## src/sv/accel_tilt_and_temp_convert_top_macros.svh

```systemverilog
// ----------------------------------------------------------------------------
// accel tilt and temperature converter assertion macros
// shared concurrent assertion forms, clocked on clk and disabled in rst
// ----------------------------------------------------------------------------
`ifndef ACCEL_TILT_AND_TEMP_CONVERT_TOP_MACROS_SVH
`define ACCEL_TILT_AND_TEMP_CONVERT_TOP_MACROS_SVH

// condition holds at every edge
`define ATC_ASSERT(label, cond, msg) \
  label: assert property (@(posedge clk) disable iff (rst) (cond)) else $error(msg);

// antecedent implies consequent in the next cycle
`define ATC_ASSERT_NEXT(label, ante, cons, msg) \
  label: assert property (@(posedge clk) disable iff (rst) (ante) |=> (cons)) \
    else $error(msg);

`endif

```

## src/sv/atc_pkg.sv

```systemverilog
// ----------------------------------------------------------------------------
// atc_pkg
// shared types, constants and the arctangent table of the tilt converter
// ----------------------------------------------------------------------------
package atc_pkg;

  localparam int ROOT_W        = 32;
  localparam int CORDIC_STEPS  = 32;
  localparam int CORDIC_W      = 36;
  localparam int MAG_W         = 33;
  localparam int FRONT_STAGES  = 2;
  localparam int POST_STAGES   = 4;
  localparam int TEMP_STAGES   = 4;
  localparam int LATENCY       = FRONT_STAGES + ROOT_W + CORDIC_STEPS + POST_STAGES;

  localparam logic [63:0] PI_Q60          = 64'h3243F6A8885A308D;
  localparam logic [28:0] RAD_TO_CDEG_Q16 = 29'd375493621;

  localparam logic [19:0] RECIP_17       = 20'd986896;
  localparam int          RECIP_17_SHIFT = 24;
  localparam logic [22:0] RECIP_85       = 23'd6316129;
  localparam int          RECIP_85_SHIFT = 29;

  localparam int ANGLE_MAX = 9000;
  localparam int TC_MIN    = -20000;
  localparam int TC_MAX    = 20000;
  localparam int TF_MIN    = -32000;
  localparam int TF_MAX    = 40000;

  localparam logic signed [15:0] TEMP_OFFSET_RST = -16'sd1600;

  typedef struct packed {
    logic              vld;
    logic signed [15:0] ax;
    logic signed [15:0] ay;
  } tilt_side_t;

  // atan(2^-idx) in q32 radians, taylor series in q62 then rounded
  function automatic logic signed [CORDIC_W-1:0] atan_q32(input int unsigned idx);
    logic [63:0] acc;
    logic [63:0] term;
    int unsigned e;
    acc = '0;
    if (idx == 0) begin
      return CORDIC_W'((PI_Q60 + (64'd1 << 29)) >> 30);
    end
    for (int unsigned k = 0; k < 32; k++) begin
      e = idx * (2 * k + 1);
      if (e <= 62) begin
        term = (64'd1 << (62 - e)) / 64'(2 * k + 1);
        if (k[0]) begin
          acc = acc - term;
        end else begin
          acc = acc + term;
        end
      end
    end
    return CORDIC_W'((acc + (64'd1 << 29)) >> 30);
  endfunction

endpackage

```

## src/sv/atc_temp.sv

```systemverilog
// ----------------------------------------------------------------------------
// atc_temp
// temperature scaling to celsius and fahrenheit, delayed to the angle latency
// ----------------------------------------------------------------------------
module atc_temp (
  input  logic               clk,
  input  logic               en,
  input  logic signed [15:0] temp_raw,
  input  logic signed [15:0] temp_offset,
  output logic signed [15:0] temp_celsius,
  output logic signed [16:0] temp_fahrenheit
);

  localparam int DLY = atc_pkg::LATENCY - atc_pkg::TEMP_STAGES;

  logic signed [16:0] s;
  logic signed [19:0] nc;
  logic signed [23:0] nf;
  logic [19:0]        absc;
  logic [23:0]        absf;
  logic [23:0]        sumf;
  logic               negc2, negf2, negc3, negf3;
  logic [18:0]        mc;
  logic [21:0]        mf;
  logic [38:0]        prodc;
  logic [44:0]        prodf;
  logic [14:0]        qc;
  logic [15:0]        qf;
  logic signed [16:0] tcs;
  logic signed [17:0] tfs;
  logic signed [15:0] tc4;
  logic signed [16:0] tf4;
  logic signed [15:0] tc_d [DLY];
  logic signed [16:0] tf_d [DLY];

  assign s     = 17'(temp_raw) + 17'(temp_offset);
  assign absc  = nc[19] ? 20'(-nc) : 20'(nc);
  assign absf  = nf[23] ? 24'(-nf) : 24'(nf);
  assign sumf  = absf + 24'd85;
  assign prodc = mc * atc_pkg::RECIP_17;
  assign prodf = mf * atc_pkg::RECIP_85;
  assign tcs   = negc3 ? -$signed({2'b00, qc}) : $signed({2'b00, qc});
  assign tfs   = negf3 ? -$signed({2'b00, qf}) : $signed({2'b00, qf});

  always_ff @(posedge clk) begin
    if (en) begin
      nc    <= 20'(s) * 20'sd5 + 20'sd62101;
      nf    <= 24'(s) * 24'sd90 + 24'sd1661818;
      negc2 <= nc[19];
      negf2 <= nf[23];
      mc    <= 19'(absc + 20'd8);
      mf    <= sumf[22:1];
      negc3 <= negc2;
      negf3 <= negf2;
      qc    <= 15'(prodc >> atc_pkg::RECIP_17_SHIFT);
      qf    <= 16'(prodf >> atc_pkg::RECIP_85_SHIFT);
      if (tcs > 17'(atc_pkg::TC_MAX)) begin
        tc4 <= 16'(atc_pkg::TC_MAX);
      end else if (tcs < 17'(atc_pkg::TC_MIN)) begin
        tc4 <= 16'(atc_pkg::TC_MIN);
      end else begin
        tc4 <= 16'(tcs);
      end
      if (tfs > 18'(atc_pkg::TF_MAX)) begin
        tf4 <= 17'(atc_pkg::TF_MAX);
      end else if (tfs < 18'(atc_pkg::TF_MIN)) begin
        tf4 <= 17'(atc_pkg::TF_MIN);
      end else begin
        tf4 <= 17'(tfs);
      end
    end
  end

  for (genvar g = 0; g < DLY; g++) begin : g_dly
    logic signed [15:0] tc_prev;
    logic signed [16:0] tf_prev;
    if (g == 0) begin : g_first
      assign tc_prev = tc4;
      assign tf_prev = tf4;
    end else begin : g_rest
      assign tc_prev = tc_d[g-1];
      assign tf_prev = tf_d[g-1];
    end

    always_ff @(posedge clk) begin
      if (en) begin
        tc_d[g] <= tc_prev;
        tf_d[g] <= tf_prev;
      end
    end
  end

  assign temp_celsius    = tc_d[DLY-1];
  assign temp_fahrenheit = tf_d[DLY-1];

endmodule

```

## config.mk

```make
export PLATFORM = sky130hd
export DESIGN_NAME = atc_temp
export DESIGN_NICKNAME = d
export VERILOG_FILES = /design/src/sv/accel_tilt_and_temp_convert_top_macros.svh /design/src/sv/atc_pkg.sv /design/src/sv/atc_temp.sv
export SDC_FILE = /design/constraint.sdc
export NUM_CORES = 2
export LEC_CHECK = 0
export ABC_AREA = 1
export BUFFER_PORTS_ARGS = -buffer_cell sky130_fd_sc_hd__buf_2
export CORE_AREA = 4 4 632 477
export DETAILED_ROUTE_END_ITERATION = 10
export DIE_AREA = 0 0 636 481
export SKIP_LAST_GASP = 1
export SYNTH_ARGS = -nofsm -noshare
export SYNTH_HDL_FRONTEND = slang
export SYNTH_SLANG_ARGS = --single-unit
```

## constraint.sdc

```tcl
create_clock -name clk -period 7.1 [get_ports clk]
set_input_delay 0.355 -clock clk [delete_from_list [all_inputs] [get_ports clk]]
set_output_delay 0.355 -clock clk [all_outputs]
set_load 0.01 [all_outputs]
```

==> reports/results.ini <==
[sta]
setup_viol = 0
slew_headroom_pct = 25.62
timing.final.crit_share_pct = 85.41
rsz0062_at_grt = false
fin_tns_setup_ns = 0
hold_violations = 0
fmax_mhz = 164.9
clock_skew_ns = 0.08251
drv_slew = 0
period_needed_ns = 6.064
worst_slack_ns = 1.036
worst_pin_slew_ns = 1.116

[route]
firstDrtPassIters = 7
drt_iter0_drc = 3102
routed_wl_mm = 123.3
post_drt_wl_per_cell_um = 13.23
vias = 38070
viasPerCell = 4.086
ant_nets = 0
drc = 0

[cells_and_area]
antenna_cells = 0
nets = 5851
area_growth_pct = 13.48
layout-drive-gt1-share_pct = 8.400
regArea_um2 = 69880
n_fill_cell = 27880
multi_input_area_um2 = 16320

[synthesis]
synth-simple-area-share_pct = 5.163
syn_area_per_cell_um2 = 17.91
synth_top_area_cell = edfxtp_1
ys_seq_area_share_pct = 79.19
yosys.area_share.adder_pct = 10.14
synth_cell_types = 52
yosys_warnings = 0
synth.net_count = 5556
yosysMostFrequentCell = edfxtp_1
synth_edf_count = 2327
synthMuxAreaShare_pct = 0
synth.top_cell.area_share_pct = 79.19
netlist_instances = 4926
synth_area_um2 = 88240
synth_compound_area_share_pct = 1.665
ys.flop_type = edfxtp_1
yosys-top-cells-area = edfxtp_1 79%, ha_1 5.6%, fa_1 4.5%, nand2_1 2.5%, inv_1 2.2%
synth_common_cells = 2327 x edfxtp_1, 594 x nand2_1, 521 x inv_1
async_flop_share_pct = 0
synth_top_family_by_area = adder cells
ys_seq_elements = 2327
synth_xor_area_share_pct = 1.530

[floorplanning]
die_w_um = 636
core_um2 = 295200
num_io_pins = 67
dieArea_um2 = 305900
initial_core_util_pct = 29.89
die_h_um = 481
rows = 173

[critical_path]
r2r_slack_ns = 1.04
critical_path.slowest_cell = edfxtp_1
start_kind = register
rr_endpoint = qc[8]
critPathMaxFanout = 8
worstPathRequired_ns = 7.63
slowest_delay_ns = 0.83
r2r-start = mc[0]
crit_cells = 18
path_cells = fa_1 -> inv_1 -> fa_1 -> fa_1 -> inv_1 -> fa_1 -> fa_1 -> fa_1 -> ha_1 -> a21oi_1 -> o21ai_0 -> a21oi_1 -> o21ai_0 -> nand2_1 -> nand2_1 -> a21oi_1 -> o21bai_1 -> xor2_1
path_class = register to register
critical-path-top-delay-family = adder cells
r2r_cells = 18
critPathArrivalTime_ns = 6.59
crit_buf_inv = 2
critical_path.endpoint_type = register
crit_top_cell = fa_1

[global_routing]
overflow = 0
grt_max_degree = 201
track_usage_pct = 7.960
antenna_found_initial = 0
grt_pass1_vias = 37980
grt_pass1_wl_mm = 201.9

[clocking]
cts_setup_buffers = 0
clock_sinks = 2327
clockBufferDepth = 4
cts-hold-fix-buffers = 0
cts_made_buffers = 204
h-tree-depth = 4
path_clk_slew_ns = 0.07
cts_tree = done
cts.repair.resized = 0
cts-root-buf = clkbuf_16
clk-insertion-delay-late_ns = 0.84

[placed_design]
hpwl_mm = 78.50
gp_congestion = 0.8267
pre_cts_ws_ns = 0.6823
place.port_buffers = 66

[worst_hold_path]
hp-start = en
holdPathEnd = tc_d[63][0]
min_path_type = input pin to register
min_path_cells = 1

[job]
max-cap-violations = 0

[outcome]
status = complete, no violations

-- logic make-up (layout without fill, tap and decap cells) --
kind of cell | count (synthesis) | in the layout
compound gates | 260 | 260
xor+xnor | 140 | 140
fa+ha+maj | 596 | 596
buf+inv | 540 | 995
flops | 2327 | 2327
simple gates | 1063 | 1063
-- layout make-up --
cell class / instances / share of cell area, %
clock buffers: 249 / 5.352
clock inverters: 117 / 0.9434
inverters: 531 / 1.991
multi-input cells: 2059 / 16.30
flip-flops and latches: 2327 / 69.79
well taps: 3937 / 4.920
repair buffers: 98 / 0.7098
-- worst max-delay path by stage --
stage / start / end
2_1_floorplan: temp_raw[0] / nf[23]
3_3_place_gp: temp_raw[0] / nf[22]
3_5_place_dp: temp_raw[0] / nf[23]
4_1_cts: mc[0] / qc[9]
5_1_grt: mc[0] / qc[9]
6_report: mc[0] / qc[8]
-- registers in the layout, summed over array words and instances, names as in the netlist --
name,flops
mf,21
negf2,1
g_dly.tc_prev,16
nf,21
nc,20
negc3,1
negf3,1
g_dly.tf_prev,17
mc,19
qf,16
tf_d,1122
negc2,1
qc,15
tc_d,1056
-- through the flow --
stage | cells | cell area (um2) | hold WS [ns] | utilization (%)
2_1_floorplan | 4926 | 88240 | 0.4003 | -
3_3_place_gp | 8952 | 93830 | 0.4001 | 31.78
3_5_place_dp | 8952 | 93830 | 0.4045 | 31.78
4_1_cts | 9318 | 100100 | 0.05281 | 33.91
5_1_grt | 9318 | 100100 | 0.06564 | 33.91
6_report | 9318 | 100100 | 0.04842 | 33.91
-- metal layers --
metal / part of all wire (%) / up-vias / track usage, %
met2: 42 / 669 / 11.46
met1: 51 / 18790 / 12.01
met4: 2.5 / 0 / 2.445
met5: 0 / - / 0
met3: 4.7 / 226 / 1.629
li1: - / 18390 / -
-- placed cells by master, fill, tap and decap left out, types with 4 or more instances in the layout --
cell type / netlist / final
edfxtp_1: 2327 / 2327
nand2_1: 594 / 594
inv_1: 521 / 521
ha_1: 398 / 398
clkbuf_16: 0 / 208
nor2_1: 205 / 205
fa_1: 198 / 198
nand3_1: 137 / 137
a21oi_1: 129 / 129
xor2_1: 89 / 89
o21ai_0: 68 / 68
buf_2: 7 / 65
clkinv_1: 1 / 48
clkbuf_1: 1 / 41
nand4_1: 40 / 40
clkinv_2: 0 / 38
xnor2_1: 36 / 36
nor3_1: 24 / 24
buf_4: 0 / 22
nand2_2: 15 / 15
bufinv_16: 0 / 14
nand3b_1: 13 / 13
xor2_2: 12 / 12
a21o_1: 11 / 11
buf_12: 0 / 11
inv_2: 9 / 9
o21bai_1: 8 / 8
nor2_2: 8 / 8
o21a_1: 8 / 8
clkinvlp_4: 0 / 8
nor2_4: 7 / 7
a31oi_1: 5 / 5
nand3_2: 5 / 5
o211ai_1: 5 / 5
inv_6: 0 / 5
a31o_2: 4 / 4
Power is left out: the tool's default activity adds up to more than one toggle a clock period on the data nets, which glitch-free logic cannot reach.
